## src/rtl/spm_pkg.sv

```systemverilog
// Package for the streaming string pattern matcher.
// Register indexes, match mode codes, fixed field widths and shared types.
// No dependencies.
package spm_pkg;

    localparam int BYTE_W        = 8;
    localparam int WORD_W        = 64;
    localparam int PATTERN_BYTES = 32;
    localparam int PATTERN_WORDS = 4;
    localparam int MODE_W        = 2;
    localparam int LEN_W         = 6;
    localparam int CFG_IDX_W     = 3;

    // configuration register indexes
    localparam logic [CFG_IDX_W-1:0] REG_MATCH_MODE     = 3'd0;
    localparam logic [CFG_IDX_W-1:0] REG_PATTERN_LENGTH = 3'd1;
    localparam logic [CFG_IDX_W-1:0] REG_PATTERN_WORD_0 = 3'd2;
    localparam logic [CFG_IDX_W-1:0] REG_PATTERN_WORD_1 = 3'd3;
    localparam logic [CFG_IDX_W-1:0] REG_PATTERN_WORD_2 = 3'd4;
    localparam logic [CFG_IDX_W-1:0] REG_PATTERN_WORD_3 = 3'd5;

    // match modes
    localparam logic [MODE_W-1:0] MODE_EXACT     = 2'd0;
    localparam logic [MODE_W-1:0] MODE_PREFIX    = 2'd1;
    localparam logic [MODE_W-1:0] MODE_SUFFIX    = 2'd2;
    localparam logic [MODE_W-1:0] MODE_SUBSTRING = 2'd3;

    typedef logic [BYTE_W-1:0] data_byte_t;

    // control broadcast to every window cell
    typedef struct packed {
        logic shift;    // take the neighbor's byte at this edge
        logic use_new;  // compare the incoming byte, not the held one
    } cell_ctrl_t;

endpackage

```

## src/rtl/spm_ifs.sv

```systemverilog
// Stream interfaces of the string pattern matcher: text input and result output.
// Depends on spm_pkg for the byte type.
interface spm_in_if;
    logic                valid;
    logic                ready;
    spm_pkg::data_byte_t text_byte;
    logic                empty_string;
    logic                string_end;

    modport source (output valid, output text_byte, output empty_string,
                    output string_end, input ready);
    modport sink   (input valid, input text_byte, input empty_string,
                    input string_end, output ready);
endinterface

interface spm_out_if #(
    parameter int INDEX_WIDTH = 16
);
    logic                   valid;
    logic                   ready;
    logic [INDEX_WIDTH-1:0] string_index;
    logic                   matched;

    modport source (output valid, output string_index, output matched, input ready);
    modport sink   (input valid, input string_index, input matched, output ready);
endinterface

```

## src/rtl/spm_cell.sv

```systemverilog
// One cell of the tail window: holds one text byte, passes it on each shift,
// and compares the byte it currently presents against its aligned pattern byte.
// Depends on spm_pkg.
module spm_cell (
    input  logic                clk,
    input  spm_pkg::cell_ctrl_t ctrl,
    input  spm_pkg::data_byte_t left_byte,
    input  spm_pkg::data_byte_t pat_byte,
    input  logic                active,
    output spm_pkg::data_byte_t byte_out,
    output logic                eq
);

    spm_pkg::data_byte_t win_reg;
    spm_pkg::data_byte_t win_next;
    spm_pkg::data_byte_t cur_byte;

    assign win_next = left_byte;
    assign cur_byte = ctrl.use_new ? left_byte : win_reg;
    // cells beyond the pattern length always agree
    assign eq       = !active || (cur_byte == pat_byte);
    assign byte_out = win_reg;

    always_ff @(posedge clk)
    begin
        if (ctrl.shift)
        begin
            win_reg <= win_next;
        end
    end

endmodule

```

## src/rtl/spm_out_buf.sv

```systemverilog
// Two-entry result buffer (output register plus skid) for the matcher.
// Depends on spm_out_if.
module spm_out_buf #(
    parameter int INDEX_WIDTH = 16
) (
    input  logic                   clk,
    input  logic                   rst_n,
    input  logic                   push,
    input  logic [INDEX_WIDTH-1:0] push_index,
    input  logic                   push_matched,
    output logic                   full,
    spm_out_if.source              out_ch
);

    logic                   out_valid_reg, out_valid_next;
    logic [INDEX_WIDTH-1:0] out_index_reg, out_index_next;
    logic                   out_match_reg, out_match_next;
    logic                   skid_valid_reg, skid_valid_next;
    logic [INDEX_WIDTH-1:0] skid_index_reg, skid_index_next;
    logic                   skid_match_reg, skid_match_next;
    logic                   pop;

    assign pop = out_valid_reg && out_ch.ready;

    always_comb
    begin
        out_valid_next  = out_valid_reg;
        out_index_next  = out_index_reg;
        out_match_next  = out_match_reg;
        skid_valid_next = skid_valid_reg;
        skid_index_next = skid_index_reg;
        skid_match_next = skid_match_reg;
        if (pop)
        begin
            if (skid_valid_reg)
            begin
                out_index_next  = skid_index_reg;
                out_match_next  = skid_match_reg;
                skid_valid_next = 1'b0;
            end
            else if (push)
            begin
                out_index_next = push_index;
                out_match_next = push_matched;
            end
            else
            begin
                out_valid_next = 1'b0;
            end
        end
        else if (push)
        begin
            if (!out_valid_reg)
            begin
                out_valid_next = 1'b1;
                out_index_next = push_index;
                out_match_next = push_matched;
            end
            else
            begin
                skid_valid_next = 1'b1;
                skid_index_next = push_index;
                skid_match_next = push_matched;
            end
        end
    end

    always_ff @(posedge clk or negedge rst_n)
    begin
        if (!rst_n)
        begin
            out_valid_reg  <= 1'b0;
            skid_valid_reg <= 1'b0;
        end
        else
        begin
            out_valid_reg  <= out_valid_next;
            skid_valid_reg <= skid_valid_next;
        end
    end

    always_ff @(posedge clk)
    begin
        out_index_reg  <= out_index_next;
        out_match_reg  <= out_match_next;
        skid_index_reg <= skid_index_next;
        skid_match_reg <= skid_match_next;
    end

    assign full                = skid_valid_reg;
    assign out_ch.valid        = out_valid_reg;
    assign out_ch.string_index = out_index_reg;
    assign out_ch.matched      = out_match_reg;

endmodule

```

## src/rtl/string_pattern_matcher.sv

```systemverilog
// Streaming string pattern matcher. Text bytes arrive one per request on in_ch;
// the request flagged string_end closes the current string and yields one result
// on out_ch: the string's running index (wraps at INDEX_WIDTH bits) and a match
// flag for the mode in match_mode (exact, prefix, suffix, substring). A request
// with empty_string set carries no byte. The block takes one request per clock
// while in_ch.ready is high; a closing request's result is registered in the
// result buffer as the request is taken. The rate is set by the tail window: a
// row of PATTERN_MAX byte cells shifting together, each comparing its byte with
// the pattern byte aligned to it, all in the same cycle. Results sit in a
// two-entry buffer, so input keeps flowing while one result waits; in_ch.ready
// drops only when both entries hold untaken results. Configuration writes take
// effect on the next request; pattern bytes at or beyond position 32 read as
// zero, and a length above PATTERN_MAX counts as PATTERN_MAX.
// Depends on spm_pkg, spm_ifs, spm_cell and spm_out_buf.
module string_pattern_matcher #(
    parameter int PATTERN_MAX = 32,
    parameter int INDEX_WIDTH = 16
) (
    input  logic                             clk,
    input  logic                             rst_n,
    spm_in_if.sink                           in_ch,
    spm_out_if.source                        out_ch,
    input  logic                             cfg_we,
    input  logic [spm_pkg::CFG_IDX_W-1:0]    cfg_index,
    input  logic [spm_pkg::WORD_W-1:0]       cfg_data
);

    localparam int CW    = $clog2(PATTERN_MAX + 2);       // bytes_seen, lengths
    localparam int CMP_W = (CW > spm_pkg::LEN_W) ? CW : spm_pkg::LEN_W;
    localparam int PV_W  = spm_pkg::BYTE_W * PATTERN_MAX;  // pattern vector

    // ---------------- configuration registers ----------------
    logic [spm_pkg::MODE_W-1:0] mode_reg;
    logic [spm_pkg::LEN_W-1:0]  plen_reg;
    logic [spm_pkg::PATTERN_WORDS-1:0][spm_pkg::WORD_W-1:0] pat_words_reg;

    always_ff @(posedge clk or negedge rst_n)
    begin
        if (!rst_n)
        begin
            mode_reg      <= spm_pkg::MODE_PREFIX;
            plen_reg      <= '0;
            pat_words_reg <= '0;
        end
        else if (cfg_we)
        begin
            case (cfg_index)
                spm_pkg::REG_MATCH_MODE:     mode_reg <= cfg_data[spm_pkg::MODE_W-1:0];
                spm_pkg::REG_PATTERN_LENGTH: plen_reg <= cfg_data[spm_pkg::LEN_W-1:0];
                spm_pkg::REG_PATTERN_WORD_0: pat_words_reg[0] <= cfg_data;
                spm_pkg::REG_PATTERN_WORD_1: pat_words_reg[1] <= cfg_data;
                spm_pkg::REG_PATTERN_WORD_2: pat_words_reg[2] <= cfg_data;
                spm_pkg::REG_PATTERN_WORD_3: pat_words_reg[3] <= cfg_data;
                default: ;  // unknown index: dropped
            endcase
        end
    end

    // effective length, clamped to the window depth
    logic [CMP_W-1:0] len_ext;
    logic [CMP_W-1:0] len_clamp;
    logic [CW-1:0]    len_eff;

    assign len_ext   = CMP_W'(plen_reg);
    assign len_clamp = (len_ext > CMP_W'(PATTERN_MAX)) ? CMP_W'(PATTERN_MAX) : len_ext;
    assign len_eff   = len_clamp[CW-1:0];

    // pattern as a byte vector (byte i at bits 8i), plus its byte reversal
    logic [PV_W-1:0] pat_vec;
    logic [PV_W-1:0] rev_vec;
    logic [PV_W-1:0] aligned_vec;   // byte k = pattern byte len-1-k
    logic [CW-1:0]   align_shamt;

    for (genvar i = 0; i < PATTERN_MAX; i++)
    begin : g_pat
        if (i < spm_pkg::PATTERN_BYTES)
        begin : g_live
            assign pat_vec[spm_pkg::BYTE_W*i +: spm_pkg::BYTE_W] =
                pat_words_reg[i / 8][spm_pkg::BYTE_W*(i % 8) +: spm_pkg::BYTE_W];
        end
        else
        begin : g_zero
            assign pat_vec[spm_pkg::BYTE_W*i +: spm_pkg::BYTE_W] = '0;
        end
        assign rev_vec[spm_pkg::BYTE_W*i +: spm_pkg::BYTE_W] =
            pat_vec[spm_pkg::BYTE_W*(PATTERN_MAX-1-i) +: spm_pkg::BYTE_W];
    end

    assign align_shamt = CW'(PATTERN_MAX) - len_eff;
    assign aligned_vec = rev_vec >> {align_shamt, 3'b000};

    // ---------------- per-string state ----------------
    logic [CW-1:0]   seen_reg, seen_next, seen_cur;
    logic            pok_reg, pok_next, pok_cur;
    logic            sub_reg, sub_next, sub_cur;
    logic [INDEX_WIDTH-1:0] count_reg, count_next;

    logic accept;
    logic has_byte;
    logic buf_full;
    logic [PV_W-1:0] pref_vec;
    spm_pkg::data_byte_t pref_byte;

    assign accept   = in_ch.valid && in_ch.ready;
    assign has_byte = !in_ch.empty_string;
    assign in_ch.ready = !buf_full;

    // pattern byte at the current position, for the prefix test
    assign pref_vec  = pat_vec >> {seen_reg, 3'b000};
    assign pref_byte = pref_vec[spm_pkg::BYTE_W-1:0];

    // ---------------- window cell row ----------------
    spm_pkg::cell_ctrl_t ctrl;
    spm_pkg::data_byte_t chain [PATTERN_MAX+1];
    logic [PATTERN_MAX-1:0] cell_eq;
    logic win_ok;

    assign ctrl.shift   = accept && has_byte;
    assign ctrl.use_new = has_byte;
    assign chain[0]     = in_ch.text_byte;

    for (genvar k = 0; k < PATTERN_MAX; k++)
    begin : g_cell
        logic active;
        assign active = (CW'(k) < len_eff);
        spm_cell u_cell (
            .clk       (clk),
            .ctrl      (ctrl),
            .left_byte (chain[k]),
            .pat_byte  (aligned_vec[spm_pkg::BYTE_W*k +: spm_pkg::BYTE_W]),
            .active    (active),
            .byte_out  (chain[k+1]),
            .eq        (cell_eq[k])
        );
    end

    // latest len bytes equal the pattern (window including this request's byte)
    assign win_ok = &cell_eq;

    // ---------------- per-request update ----------------
    logic matched;

    always_comb
    begin
        seen_cur = seen_reg;
        pok_cur  = pok_reg;
        if (has_byte)
        begin
            if ((seen_reg < len_eff) && (in_ch.text_byte != pref_byte))
            begin
                pok_cur = 1'b0;
            end
            if (seen_reg <= CW'(PATTERN_MAX))
            begin
                seen_cur = seen_reg + 1'b1;
            end
        end
        sub_cur = sub_reg ||
                  (has_byte && (len_eff != '0) && (seen_cur >= len_eff) && win_ok);

        case (mode_reg)
            spm_pkg::MODE_EXACT:  matched = (seen_cur == len_eff) && pok_cur;
            spm_pkg::MODE_PREFIX: matched = (seen_cur >= len_eff) && pok_cur;
            spm_pkg::MODE_SUFFIX: matched = (len_eff == '0) ||
                                            ((seen_cur >= len_eff) && win_ok);
            default:              matched = (len_eff == '0) || sub_cur;
        endcase

        seen_next  = seen_reg;
        pok_next   = pok_reg;
        sub_next   = sub_reg;
        count_next = count_reg;
        if (accept)
        begin
            if (in_ch.string_end)
            begin
                // window bytes need no clearing: only bytes of the new string
                // are ever compared, since seen restarts at zero
                seen_next  = '0;
                pok_next   = 1'b1;
                sub_next   = 1'b0;
                count_next = count_reg + 1'b1;
            end
            else
            begin
                seen_next = seen_cur;
                pok_next  = pok_cur;
                sub_next  = sub_cur;
            end
        end
    end

    always_ff @(posedge clk or negedge rst_n)
    begin
        if (!rst_n)
        begin
            seen_reg  <= '0;
            pok_reg   <= 1'b1;
            sub_reg   <= 1'b0;
            count_reg <= '0;
        end
        else
        begin
            seen_reg  <= seen_next;
            pok_reg   <= pok_next;
            sub_reg   <= sub_next;
            count_reg <= count_next;
        end
    end

    // ---------------- result buffer ----------------
    spm_out_buf #(
        .INDEX_WIDTH (INDEX_WIDTH)
    ) u_out_buf (
        .clk          (clk),
        .rst_n        (rst_n),
        .push         (accept && in_ch.string_end),
        .push_index   (count_reg),
        .push_matched (matched),
        .full         (buf_full),
        .out_ch       (out_ch)
    );

endmodule

```

## src/flat_wrapper.sv

```systemverilog
// flat-port wrapper written by rule: the top's interface ports become plain ports
module string_pattern_matcher_flat 
#(
    parameter int PATTERN_MAX = 32,
    parameter int INDEX_WIDTH = 16
)
  (clk, rst_n, cfg_we, cfg_index, cfg_data, in_ch_valid, in_ch_text_byte, in_ch_empty_string, in_ch_string_end, in_ch_ready, out_ch_valid, out_ch_string_index, out_ch_matched, out_ch_ready);
  spm_in_if in_ch_i ();
  spm_out_if #(.INDEX_WIDTH(INDEX_WIDTH)) out_ch_i ();
  input  logic clk;
  input  logic rst_n;
  input  logic cfg_we;
  input  logic [spm_pkg::CFG_IDX_W-1:0] cfg_index;
  input  logic [spm_pkg::WORD_W-1:0] cfg_data;
  input wire logic [$bits(in_ch_i.valid)-1:0] in_ch_valid;
  input wire logic [$bits(in_ch_i.text_byte)-1:0] in_ch_text_byte;
  input wire logic [$bits(in_ch_i.empty_string)-1:0] in_ch_empty_string;
  input wire logic [$bits(in_ch_i.string_end)-1:0] in_ch_string_end;
  output wire logic [$bits(in_ch_i.ready)-1:0] in_ch_ready;
  output wire logic [$bits(out_ch_i.valid)-1:0] out_ch_valid;
  output wire logic [$bits(out_ch_i.string_index)-1:0] out_ch_string_index;
  output wire logic [$bits(out_ch_i.matched)-1:0] out_ch_matched;
  input wire logic [$bits(out_ch_i.ready)-1:0] out_ch_ready;
  assign in_ch_i.valid = in_ch_valid;
  assign in_ch_i.text_byte = in_ch_text_byte;
  assign in_ch_i.empty_string = in_ch_empty_string;
  assign in_ch_i.string_end = in_ch_string_end;
  assign in_ch_ready = in_ch_i.ready;
  assign out_ch_valid = out_ch_i.valid;
  assign out_ch_string_index = out_ch_i.string_index;
  assign out_ch_matched = out_ch_i.matched;
  assign out_ch_i.ready = out_ch_ready;
  string_pattern_matcher #(.PATTERN_MAX(PATTERN_MAX), .INDEX_WIDTH(INDEX_WIDTH)) u_core (.clk(clk), .rst_n(rst_n), .in_ch(in_ch_i), .out_ch(out_ch_i), .cfg_we(cfg_we), .cfg_index(cfg_index), .cfg_data(cfg_data));
endmodule
```

## config.mk

```make
export PLATFORM = sky130hd
export DESIGN_NAME = string_pattern_matcher_flat
export DESIGN_NICKNAME = d
export VERILOG_FILES = /design/src/rtl/spm_pkg.sv /design/src/rtl/spm_ifs.sv /design/src/rtl/spm_cell.sv /design/src/rtl/spm_out_buf.sv /design/src/rtl/string_pattern_matcher.sv /design/src/flat_wrapper.sv
export SDC_FILE = /design/constraint.sdc
export NUM_CORES = 2
export LEC_CHECK = 0
export ABC_AREA = 1
export BUFFER_PORTS_ARGS = -buffer_cell sky130_fd_sc_hd__buf_2
export CORE_MARGIN = 5
export CORE_UTILIZATION = 40
export DETAILED_ROUTE_END_ITERATION = 8
export GPL_ROUTABILITY_DRIVEN = 1
export GPL_TIMING_DRIVEN = 0
export SLEW_MARGIN = 30
export SYNTH_ARGS = -nofsm -noshare
export SYNTH_HDL_FRONTEND = slang
export SYNTH_SLANG_ARGS = --single-unit
```

## constraint.sdc

```tcl
create_clock -name clk -period 36.4 [get_ports clk]
set_clock_uncertainty 0.1 [all_clocks]
set_input_delay 1.82 -clock clk [delete_from_list [all_inputs] [get_ports clk]]
set_output_delay 1.82 -clock clk [all_outputs]
set_load 0.03 [all_outputs]
```

==> results of run 1 <==
## per-stage QoR
stage / setup WS [ns] / area [µm²]
after floorplan: 22.20 / 45200
after global placement: 16.87 / 47600
after detailed placement: 29.09 / 48100
after CTS: 29.01 / 50300
## cell usage after synthesis, types with 77 or more instances
master    count  share of area (%)
nand4_1      77                1.1
buf_2       167                1.8
nand3_1    1552                 17
a21oi_1     141                1.6
nor2_1      201                1.7
o21ai_0     610                6.8
edfxtp_1    290                 19
nand2_1    2220                 18
clkbuf_1    196                1.6
dfrtp_1     288                 16
inv_1       468                3.9
or2_2       122                1.7
mux2i_1      95                2.1
## layer usage
| metal | overflow | GRT usage [%] |
|---|---|---|
| met3 | 1 | 46.4 |
| met4 | 98 | 63.1 |
| met1 | 0 | 74.8 |
| met2 | 142 | 84.8 |
| met5 | 0 | 14.7 |
## cell families after synthesis
| logic type | count (synthesis) | synth area share [%] |
|---|---|---|
| adder cells (fa/ha/maj) | 14 | 0.388 |
| XOR/XNOR | 87 | 1.69 |
| flip-flops | 580 | 35.3 |
| AO/OA/AOI/OAI | 860 | 9.91 |
| multiplexers | 95 | 2.10 |
| AND/OR/NAND/NOR | 4272 | 41.6 |
| buffers and inverters | 949 | 8.95 |
==> results_dict.tcl, run 1 <==
set metrics [dict create \
    clock-sinks 580 \
    synth_cell_types 42 \
    initial_core_util_pct 40.2 \
    grt_pass1_wl_mm 567 \
    synthFlopType "edfxtp_1" \
    finalWeightedCongestion 1.31 \
    place_hpwl_mm 316 \
    track_usage_pct 68.2 \
    cts_made_buffers 66 \
    fp.dieW_um 346 \
    gr-total-overflow 241 \
    ioPinCount 101 \
    yosysWarnings 0 \
    post_cts_resized 0 \
    error_line "[ERROR GRT-0116] Global routing finished with congestion. Check the congestion regions in the DRC Viewer." \
    synth_cells 6857 \
    outcome "did not finish" \
    htree_levels 3 \
    rows 123 \
    avgSynthCellArea_um2 6.59 \
    ys_ff_latch 580 \
    cts_hold_buf 0 \
    grt_max_degree 91 \
    synthesis.nets 6953 \
    port_buffers 99 \
    dp.cells 8474 \
    cts_setup_buffers 0 \
    grt_pass1_vias 60200 \
    clock_path_buffers 3 \
    root_buffer "clkbuf_16" \
    lastStage "global routing (5_1_grt)" \
    netlist_area_mm2 0.0452 \
    synth-async-reset-ratio_pct 50.0 \
    die_y_um 346 \
    synth_edf_count 290 \
    synth_seq_area_share_pct 35.3 \
]
==> inputs of run 2 (changes only) <==
Settings changed: CORE_UTILIZATION 40 to 25, PLACE_DENSITY_LB_ADDON set to 0.15.
==> run 2 against run 1 <==
Effect of this change: the flow now finishes without violations; synthesized cell count stayed put; area after synthesis stayed put.
==> results_dict.tcl, run 2 <==
set metrics [dict create \
    outcome "completed" \
    cts_tree "done" \
    die_y_um 435 \
    ioPinCount 101 \
    synthesis.nets 6953 \
    crit_top_cell "nand2_1" \
    core_area_mm2 0.180 \
    rsz0062_at_grt "no" \
    power.share.clock_pct 13.4 \
    critPathKind "flop to flop" \
    drc 0 \
    dr.pass1.iters 6 \
    post-route-min-period_ns 8.84 \
    clock-sinks 580 \
    port_buffers 99 \
    mostFrequentLayoutCells "2220 x nand2_1, 1552 x nand3_1, 601 x o21ai_0" \
    cts_hold_buf 0 \
    synth_cell_types 42 \
    layout_commonest_cell "nand2_1" \
    dp.cells 9356 \
    seq_power_share_pct 18.6 \
    grt_max_degree 79 \
    drt_wl_total_mm 472 \
    drive_gt1_share_pct 9.46 \
    final_cells 9527 \
    final_nets 7155 \
    netlist_area_mm2 0.0452 \
    place_hpwl_mm 391 \
    crit_slowest_cell "clkbuf_1" \
    worstHoldPathType "flop to flop" \
    avgSynthCellArea_um2 6.59 \
    p_per_area_mw_per_mm2 106 \
    post_drt_wl_per_cell_um 49.6 \
    setup_viol 0 \
    antenna_found_initial 59 \
    holdWs_ns 0.345 \
    cp-end-kind "flop" \
    fmax_ghz 0.113 \
    post_cts_resized 0 \
    slew_headroom_pct 17.7 \
    drv_cap 0 \
    areaGrowthSynthToFinish_pct 14.9 \
    htree_levels 3 \
    worstMarginPinSlew_ns 1.23 \
    switchingPower_mw 3.64 \
    cts_made_buffers 71 \
    holdPathStages 0 \
    drtIter0Drc 9443 \
    synth_top_area_share_pct 19.3 \
    synth.area.top_cells "edfxtp_1 19%, nand2_1 18%, nand3_1 17%" \
    fp.dieW_um 435 \
    rows 156 \
    critPathLaunchType "flop" \
    dp_slack_ns 28.45 \
    grt_pass1_vias 53100 \
    synth_cells 6857 \
    synth-async-reset-ratio_pct 50.0 \
    synth_edf_count 290 \
    root_buffer "clkbuf_16" \
    cts_setup_buffers 0 \
    synthFlopType "edfxtp_1" \
    ys_ff_latch 580 \
    timing.final.crit_share_pct 24.3 \
    fin_tns_setup_ns 0 \
    final_antenna_net_count 0 \
    via_count 58600 \
    cellInternalPower_mw 1.89 \
    die_area_mm2 0.189 \
    initial_core_util_pct 25.1 \
    synth.most_common_cell "nand2_1" \
    insertion_delay_ns 0.76 \
    worstPathArrival_ns 9.32 \
    synth_commonest_cells "2220 x nand2_1, 1552 x nand3_1, 610 x o21ai_0" \
    cp_slowest_stage_delay_ns 0.75 \
    finalWeightedCongestion 1.14 \
    track_usage_pct 47.9 \
    synth_seq_area_share_pct 35.3 \
    peakVddDrop_v 0.0000461 \
    yosysTopAreaCell "edfxtp_1" \
    hold_viol 0 \
    cellLeakagePower_nw 24.0 \
    gr-total-overflow 0 \
    pwr-share-comb_pct 68.0 \
    crit_required_ns 36.88 \
    finalMaxSlewViolations 0 \
    vias_per_cell 6.15 \
    reg2regPathDepth 34 \
    totalPowerFinal_mw 5.53 \
    grt_pass1_wl_mm 587 \
    critPathMaxFanout 10 \
    clk_pin_slew_ns 0.06 \
    fin_ws_ns 27.56 \
    yosysWarnings 0 \
    clock_path_buffers 3 \
    swShare_pct 65.9 \
]
## run 2: metrics by stage
stage	utilization, %	cell area [µm²]
floorplan	-	45200
global placement	27.0	48700
CTS	28.7	51800
global route	28.7	51800
detailed placement	27.4	49500
finish	28.8	51900
## run 2: critical path, delay by kind of cell (launching register included)
kind / cells / cell delay, ns
AND/OR/NAND/NOR: 25 / 4.65
buffers and inverters: 8 / 2.87
adder cells (fa/ha/maj): 1 / 0.31
flip-flops: 1 / 0.64
## run 2: path summary, 6_finish.rpt
kind	start	end	slack, ns
setup / recovery	u_core.len_ext[1]	u_core.u_out_buf.out_ch.matched	27.56
hold / removal	u_core.count_reg[15]	u_core.u_out_buf.skid_index_reg[15]	0.34
setup reg to reg	u_core.len_ext[1]	u_core.u_out_buf.out_ch.matched	27.56
hold reg to reg	u_core.count_reg[15]	u_core.u_out_buf.skid_index_reg[15]	0.34
max in group asynchronous	rst_n	u_core.pok_reg	33.88
min in group asynchronous	rst_n	u_core.pat_vec[96]	0.86
## run 2: cells by family after synthesis
logic type	count (synthesis)	synth area share, %
and+or+nand+nor	4272	41.6
buffers and inverters	949	8.95
AOI/OAI and AO/OA	860	9.91
DFF	580	35.3
muxes	95	2.10
xor gates and xnor gates	87	1.69
adders and majority gates	14	0.388
## run 2: power by group through the flow
stage	clock (mW)	sequential (mW)	combinational (mW)
CTS	0.749	1.00	3.45
finish	0.742	1.03	3.76
floorplan	0	0.890	1.49
global route	0.772	1.02	3.65
detailed placement	0	1.02	3.44
global placement	0	1.03	3.43
## run 2: final cells by class
cell class	instances	area [µm²]
antenna	45	113
buffer	469	2310
inverter	480	1800
clock inverter	33	395
sequential	580	16000
tap	2370	2970
timing repair buffer	129	1170
multi-input combinational	5328	25200
clock buffer	93	1970
fill	20400	128000
## run 2: metal layers
metal	GRT usage, %	vias to the layer above	share of wire, %
met5	0.302	-	0.0042
met4	46.4	4	12
met3	14.3	1439	10
met2	68.8	4702	41
met1	56.2	29000	37
li1	-	23400	-
Power figures use the tool's default switching activity.
